==> config.mk <==
export PLATFORM = sky130hd
export DESIGN_NAME = bss_cell
export DESIGN_NICKNAME = d
export VERILOG_FILES = /design/src/sv/bss_pkg.sv /design/src/sv/bss_cell.sv
export SDC_FILE = /design/constraint.sdc
export NUM_CORES = 1
export LEC_CHECK = 0
export ABC_AREA = 1
export BUFFER_PORTS_ARGS = -buffer_cell sky130_fd_sc_hd__buf_2
export CAP_MARGIN = 30
export CORE_MARGIN = 3
export CORE_UTILIZATION = 49
export CTS_BUF_LIST = sky130_fd_sc_hd__clkbuf_2 sky130_fd_sc_hd__clkbuf_4 sky130_fd_sc_hd__clkbuf_8
export DETAILED_ROUTE_END_ITERATION = 10
export PLACE_DENSITY = 0.83
export SYNTH_ARGS = -nofsm -noshare
export SYNTH_HDL_FRONTEND = slang
export SYNTH_SLANG_ARGS = --single-unit
==> constraint.sdc <==
create_clock -name clk -period 2.07 [get_ports clk]
set_input_delay 0.414 -clock clk [delete_from_list [all_inputs] [get_ports clk]]
set_output_delay 0.414 -clock clk [all_outputs]
set_load 0.05 [all_outputs]
==> src/sv/bss_pkg.sv <==
`timescale 1ns / 1ps
// ----------------------------------------------------------------------------
// bss_pkg
// Shared types and constants of the bounded sorted set.
// ----------------------------------------------------------------------------
package bss_pkg;

    localparam int MAX_ENTRIES    = 128;
    localparam int CNT_W          = $clog2(MAX_ENTRIES + 1);
    localparam int CMP_W          = (CNT_W > 8) ? CNT_W : 8;
    localparam int GRP_SIZE       = 16;
    localparam int NUM_GRP        = (MAX_ENTRIES + GRP_SIZE - 1) / GRP_SIZE;
    localparam logic [7:0] CAPACITY_RESET = 8'd100;

    typedef enum logic [1:0] {
        KIND_INSERT = 2'd0,
        KIND_READ   = 2'd1,
        KIND_CLEAR  = 2'd2,
        KIND_NOP    = 2'd3
    } kind_t;

    typedef enum logic [1:0] {
        ST_OK      = 2'd0,
        ST_PRESENT = 2'd1,
        ST_FULL    = 2'd2,
        ST_RANGE   = 2'd3
    } status_t;

    typedef struct packed {
        logic               cmp_en;
        logic               shift_en;
        logic signed [31:0] value;
    } cell_ctrl_t;

endpackage

==> src/sv/bss_cell.sv <==
`timescale 1ns / 1ps
// ----------------------------------------------------------------------------
// bss_cell
// One slot of the sorted row: compares the broadcast value with its entry
// and, when the row shifts up, takes its lower neighbor's entry or the new value.
// ----------------------------------------------------------------------------
module bss_cell
    import bss_pkg::*;
(
    input  logic               clk,
    input  logic               rst_n,
    input  cell_ctrl_t         ctrl,
    input  logic               occupied,
    input  logic               prev_gt,
    input  logic signed [31:0] prev_entry,
    output logic signed [31:0] entry,
    output logic               gt,
    output logic               eq
);

    logic signed [31:0] entry_reg;
    logic               gt_reg;
    logic               eq_reg;

    // flags: empty slots count as greater than any value
    always_ff @(posedge clk or negedge rst_n)
    begin
        if (!rst_n)
        begin
            gt_reg <= 1'b0;
            eq_reg <= 1'b0;
        end
        else if (ctrl.cmp_en)
        begin
            gt_reg <= !occupied || (ctrl.value < entry_reg);
            eq_reg <= occupied && (ctrl.value == entry_reg);
        end
    end

    always_ff @(posedge clk)
    begin
        if (ctrl.shift_en && gt_reg)
        begin
            entry_reg <= prev_gt ? prev_entry : ctrl.value;
        end
    end

    assign entry = entry_reg;
    assign gt    = gt_reg;
    assign eq    = eq_reg;

endmodule

==> results of run 1 <==
==> layer usage <==
metal  vias up  GRT usage (%)  part of all wire, %
met5         -              0                    0
met4         0           6.13                 0.80
met3         2           4.94                  6.0
met2        60           34.0                   52
met1       850           21.0                   41
li1        979              -                    -
==> path summary, 6_finish.rpt <==
path	to	slack, ps
max reg2reg	gt	440
min in group asynchronous	eq	450
max in group asynchronous	gt	1520
min reg2reg	eq	530
max	gt	440
min	eq	340
==> layout by cell type (no fill, tap or decap) <==
master | Yosys | final
a21o_1 | 1 | 1
a21oi_1 | 12 | 12
a21oi_2 | 1 | 1
buf_12 | 0 | 1
buf_2 | 3 | 103
buf_4 | 0 | 1
clkbuf_4 | 0 | 1
clkbuf_8 | 0 | 6
clkinv_2 | 0 | 1
dfrtp_1 | 2 | 2
dlygate4sd3_1 | 0 | 1
edfxtp_1 | 32 | 32
ha_1 | 32 | 32
inv_1 | 45 | 45
inv_2 | 2 | 2
mux2_1 | 21 | 21
mux2_2 | 10 | 10
nand2_1 | 43 | 43
nand2_2 | 2 | 2
nand3_1 | 4 | 4
nand3_2 | 1 | 1
nand4_1 | 1 | 1
nor2_1 | 7 | 7
nor2_2 | 2 | 2
nor3_1 | 1 | 1
nor3b_2 | 1 | 1
o21a_1 | 1 | 1
o21a_2 | 1 | 1
o21ai_0 | 2 | 2
o21ai_1 | 1 | 1
==> layout make-up <==
| class | instances | area, µm² | share of cell area, % |
|---|---|---|---|
| repair buffers | 106 | 553 | 18.3 |
| clock buffers | 7 | 90.1 | 2.98 |
| well taps | 52 | 65.1 | 2.15 |
| multi-input cells | 144 | 1120 | 37.2 |
| inverters | 47 | 176 | 5.83 |
| flip-flops and latches | 34 | 1010 | 33.4 |
| clock inverters | 1 | 5.00 | 0.165 |
==> power groups by stage <==
stage / registers, mW / logic, mW / clock network [mW]
4_1_cts: 0.866 / 0.663 / 0.537
3_3_place_gp: 0.877 / 0.643 / 0
5_1_grt: 0.873 / 0.728 / 0.564
3_5_place_dp: 0.881 / 0.657 / 0
6_report: 0.864 / 0.653 / 0.520
2_1_floorplan: 1.09 / 0.250 / 0
==> metrics by stage <==
step	hold WS (ps)	area, µm²	utilization, %	total power, mW	setup WS, ps
CTS	339	3020	67.6	2.06	415
detailed placement	209	2920	65.2	1.54	267
floorplan	118	2330	-	1.34	187
global placement	208	2920	65.2	1.52	318
finish	343	3020	67.6	2.04	441
global route	344	3020	67.6	2.17	206
==> logic make-up (layout without fill, tap and decap cells) <==
kind of cell,Yosys count,after routing,share of synthesized area [%]
AND/OR/NAND/NOR,62,62,11.4
buffers and inverters,51,161,8.38
flip-flops,34,34,43.4
adder cells (fa/ha/maj),32,32,17.2
multiplexers,31,31,15.0
AO/OA/AOI/OAI,19,19,4.62
==> Yosys cell counts, drive strengths merged <==
master  count  share of area (%)
inv        47                7.6
nand2      45                7.5
edfxtp     32                 41
ha         32                 17
mux2       31                 15
a21oi      13                3.0
nor2        9                1.7
nand3       5                1.3
buf         3               0.64
o21ai       3               0.64
dfrtp       2                2.1
o21a        2               0.70
a21o        1               0.32
clkbuf      1               0.16
nand4       1               0.27
nor3        1               0.21
nor3b       1               0.54
==> results.sh, run 1 <==
export IMPL_io_buffers=103
export IMPL_ant_nets=0
export IMPL_cts_made_buffers=5
export IMPL_arrival_ps=1810
export IMPL_die_y_um=75.0
export IMPL_drc=0
export IMPL_hold_class="in -> reg"
export IMPL_clock_fmax_mhz=614
export IMPL_yosys_warnings=0
export IMPL_reg2reg_depth=11
export IMPL_syn_inst=229
export IMPL_groute_usage_overall_pct=18.7
export IMPL_drtIter0Drc=37
export IMPL_grt_max_degree=33
export IMPL_cts_sinks=34
export IMPL_max_stage_delay_ps=340
export IMPL_combPwrFrac_pct=32.1
export IMPL_fin_setup_tns_ps=0
export IMPL_max_cap_violations=0
export IMPL_clk_pin_slew_ps=80
export IMPL_tightestPinTransition_ps=428
export IMPL_slew_headroom_pct=71.5
export IMPL_min_path_cells=2
export IMPL_cts_resized=0
export IMPL_rsz0062_at_grt="no"
export IMPL_crit_chain="inv_1 > ha_1 > nand2_1 > nor2_1 > nand3_2 > nor3b_2 > nand2_1 > nand2_1 > nand2_1 > nand2_1 > a21oi_2"
export IMPL_status="finished, final reports clean"
export IMPL_path_max_fanout=2
export IMPL_cp_start_kind="flip-flop"
export IMPL_yosysSeqAreaShare_pct=43.4
export IMPL_grt_pass1_vias=1857
export IMPL_dp_cells=382
export IMPL_final_cells=391
export IMPL_critical_path_buf_inv_count=1
export IMPL_core_um2=4470
export IMPL_power_leakage_nw=1.60
export IMPL_cp_common_cell="nand2_1"
export IMPL_min_from="ctrl[33]"
export IMPL_ys_seq_elements=34
export IMPL_cts_tree="done"
export IMPL_period_needed_ps=1630
export IMPL_initial_core_util_pct=52.1
export IMPL_num_vias=1891
export IMPL_rr_startpoint="entry[23]"
export IMPL_largest_register_ffs=32
export IMPL_cts_root_buf="clkbuf_8"
export IMPL_antenna_found_initial=0
export IMPL_power_clock_fraction_pct=25.5
export IMPL_swShare_pct=34.3
export IMPL_netlist_area_um2=2330
export IMPL_crit_cells=11
export IMPL_synthesis_nets=331
export IMPL_routedWlPerCell_um=12.8
export IMPL_drv_slew=0
export IMPL_die_w_um=75.0
export IMPL_ys_types=25
export IMPL_die_area_um2=5620
export IMPL_dr_pass1_iters=4
export IMPL_final_nets=440
export IMPL_cts_htree_levels=2
export IMPL_intPower_mw=1.34
export IMPL_overflow=0
export IMPL_cts_setup_buffers=0
export IMPL_syn_mean_instance_area_um2=10.2
export IMPL_routed_wirelength_mm=5.00
export IMPL_gp_congestion=0.745
export IMPL_io_pins=104
export IMPL_seqPwrFrac_pct=42.4
export IMPL_finalCritPeriodShare_pct=78.7
export IMPL_p_switching_uw=699
export IMPL_drive_gt1_share_pct=39.2
export IMPL_antenna_cells=0
export IMPL_crit_type="reg -> reg"
export IMPL_finalHoldViolCount=0
export IMPL_fin_worst_skew_ps=9.82
export IMPL_crit_required_ps=2250
export IMPL_row_count=24
export IMPL_setup_violations=0
export IMPL_grt_pass1_wl_mm=7.89
export IMPL_power_density_nw_per_um2=674
export IMPL_areaGrowthSynthToFinish_pct=29.8
export IMPL_end_kind="flip-flop"
export IMPL_crit_path_start="entry[23]"
export IMPL_dpl_hpwl_mm=4.16
export IMPL_vdd_drop_max_mv=0.463
export IMPL_critical_path_top_delay_family="simple AND/OR/NAND/NOR gates"
export IMPL_vias_per_cell=4.84
export IMPL_crit_slowest_cell="edfxtp_1"
export IMPL_fillCellCount=379
export IMPL_clockBufferDepth=2
export IMPL_clk_insertion_delay_late_ps=280
export IMPL_cts_hold_buf=1
Power figures use the tool's default switching activity.
==> run 2: changes to the inputs <==
- ABC_AREA: 1 -> 0
- clock period: 2.07 -> 1.7 ns (I/O delays scaled with it)
==> results.sh, run 2 <==
export IMPL_netlist_area_um2=2250
export IMPL_end_kind="flip-flop"
export IMPL_clockBufferDepth=2
export IMPL_synth_area_leaders="edfxtp_1 43%, ha_1 18%, mux2_2 16%, inv_1 5.7%, a21oi_1 2.2%"
export IMPL_crit_type="reg -> reg"
export IMPL_clk_insertion_delay_late_ps=280
export IMPL_design_area_um2=3120
export IMPL_final_common_cell="buf_2"
export IMPL_finalHoldViolCount=0
export IMPL_finalCritPeriodShare_pct=116
export IMPL_ys_flop_type="edfxtp_1"
export IMPL_clk_pin_slew_ps=70
export IMPL_die_area_um2=5450
export IMPL_drv_slew=0
export IMPL_placed_area_um2=2960
export IMPL_setup_violations=2
export IMPL_rrSetupSlack_ps=-280
export IMPL_power_density_nw_per_um2=826
export IMPL_synth_top_area_share_pct=42.7
export IMPL_die_y_um=73.8
export IMPL_wl_met1_mm=2.20
export IMPL_drive_gt1_share_pct=53.3
export IMPL_initial_core_util_pct=51.4
export IMPL_path_max_fanout=2
export IMPL_max_cap_violations=0
export IMPL_antenna_found_initial=0
export IMPL_slew_headroom_pct=80.4
export IMPL_yosysSeqAreaShare_pct=44.9
export IMPL_drtIter0Drc=48
export IMPL_power_leakage_nw=1.56
export IMPL_highest_layer="met4"
export IMPL_gp_congestion=0.714
export IMPL_rsz0062_at_grt="yes"
export IMPL_groute_usage_overall_pct=19.8
export IMPL_cp_start_kind="flip-flop"
export IMPL_met3_length_um=270
export IMPL_arrival_ps=2180
export IMPL_tightestPinTransition_ps=292
export IMPL_yosysMostFrequentCell="inv_1"
export IMPL_grt_max_degree=34
export IMPL_routed_wirelength_mm=5.27
export IMPL_core_um2=4380
export IMPL_clock_fmax_mhz=506
export IMPL_layout_common_cells="103 x buf_2, 33 x inv_1, 32 x edfxtp_1, 31 x mux2_2, 30 x ha_1"
export IMPL_syn_mean_instance_area_um2=11.7
export IMPL_dr_wl_met2_mm=2.74
export IMPL_synth_edf_count=32
export IMPL_yosys_area_top_type="edfxtp_1"
export IMPL_fin_worst_skew_ps=4.31
export IMPL_cts_made_buffers=5
export IMPL_largest_register_ffs=32
export IMPL_io_buffers=103
export IMPL_die_w_um=73.8
export IMPL_ys_seq_elements=34
export IMPL_cts_sinks=34
export IMPL_syn_inst=193
export IMPL_grt_pass1_vias=1830
export IMPL_io_pins=104
export IMPL_dr_pass1_iters=4
export IMPL_row_count=24
export IMPL_cts_tree="done"
export IMPL_dpl_hpwl_mm=4.21
export IMPL_grt_pass1_wl_mm=8.22
export IMPL_drc=0
export IMPL_synthesis_nets=295
export IMPL_final_nets=420
export IMPL_period_needed_ps=1980
export IMPL_num_vias=1885
export IMPL_cts_htree_levels=2
export IMPL_antenna_cells=0
export IMPL_ys_top_cells_by_count="34 x inv_1, 32 x edfxtp_1, 32 x ha_1, 31 x mux2_2, 10 x a21oi_1"
export IMPL_routedWlPerCell_um=14.2
export IMPL_timing_hold_ws_ps=311
export IMPL_vdd_drop_max_mv=0.598
export IMPL_cts_root_buf="clkbuf_8"
export IMPL_setup_slack_ps=-276
export IMPL_async_flop_share_pct=5.88
export IMPL_crit_required_ps=1910
export IMPL_overflow=0
export IMPL_ant_nets=0
export IMPL_failed_checks="setup timing"
export IMPL_vias_per_cell=5.08
export IMPL_ys_types=29
export IMPL_yosys_warnings=0
export IMPL_hold_class="in -> reg"
export IMPL_areaGrowthSynthToFinish_pct=38.6
export IMPL_status="finished, violations left"
run 2: changes by cell type after synthesis, moves of 3 or more:
| cell | delta |
|---|---|
| nand2_1 | -36 |
| inv_1 | -11 |
| nand4_1 | +5 |
| a21boi_0 | +3 |
| mux2_1 | -21 |
| clkbuf_1 | +3 |
| mux2_2 | +21 |
| buf_2 | -3 |
run 2: repair_timing:
| action | in CTS | in global routing |
|---|---|---|
| resized for setup | 3 | 4 |
| endpoints found under the hold margin | 2 | 0 |
| endpoints found under the setup margin | 2 | 2 |
| setup buffers | 1 | 1 |
| pin swaps | 2 | 5 |
| hold buffers | 1 | 0 |
run 2: cells by family (layout without fill, tap and decap cells):
group / after synthesis / in the layout / share of synthesized area [%]
buffers and inverters: 38 / 164 / 6.33
adders and majority gates: 32 / 32 / 17.8
DFF: 34 / 34 / 44.9
AOI/OAI and AO/OA: 26 / 26 / 7.83
muxes: 31 / 31 / 15.5
and+or+nand+nor: 32 / 32 / 7.67
run 2: final timing paths:
kind                            startpoint  end  cells after the start
worst max-delay path             entry[17]   gt                      8
worst min-delay path              ctrl[33]   eq                      2
worst max register to register   entry[17]   gt                      8
worst min register to register          eq   eq                      2
max in group asynchronous            rst_n   gt                      2
min in group asynchronous            rst_n   eq                      2
run 2: where the power goes:
part | switching (mW) | internal [mW]
combinational | 0.557 | 0.329
sequential | 0.0376 | 1.02
clock | 0.292 | 0.339
total | 0.887 | 1.69
run 2: layer usage:
metal | global-route usage, % | vias to the layer above
met1 | 23.5 | 867
met3 | 3.42 | 5
met4 | 7.04 | 0
li1 | - | 954
met5 | 0 | -
met2 | 35.4 | 59
run 2: worst max-delay path, cell delays in order, from the launching register on:
cell and delay (ps):
edfxtp_1 390, inv_1 90, ha_1 230, and3_4 180
a221o_1 310, a221oi_2 250, o211ai_1 140, a41o_1 210
nor3_2 90
run 2: cell type report:
cell class                      instances  area, µm²
Clock buffer                            8       91.3
Fill cell                             342       1260
Inverter                               34        128
Multi-Input combinational cell        121       1150
Sequential cell                        34       1010
Tap cell                               52       65.1
Timing Repair Buffer                  122        677
run 2: metrics by stage:
step / cells / setup TNS [ps] / setup slack, ps / utilization, % / power [mW]
3_5_place_dp: 360 / -503 / -350 / 67.6 / 1.95
4_1_cts: 370 / -337 / -269 / 70.3 / 2.59
6_report: 371 / -332 / -276 / 71.2 / 2.58
5_1_grt: 371 / -588 / -421 / 71.2 / 2.73
3_3_place_gp: 360 / -402 / -316 / 67.6 / 1.92
2_1_floorplan: 193 / -674 / -512 / - / 1.65
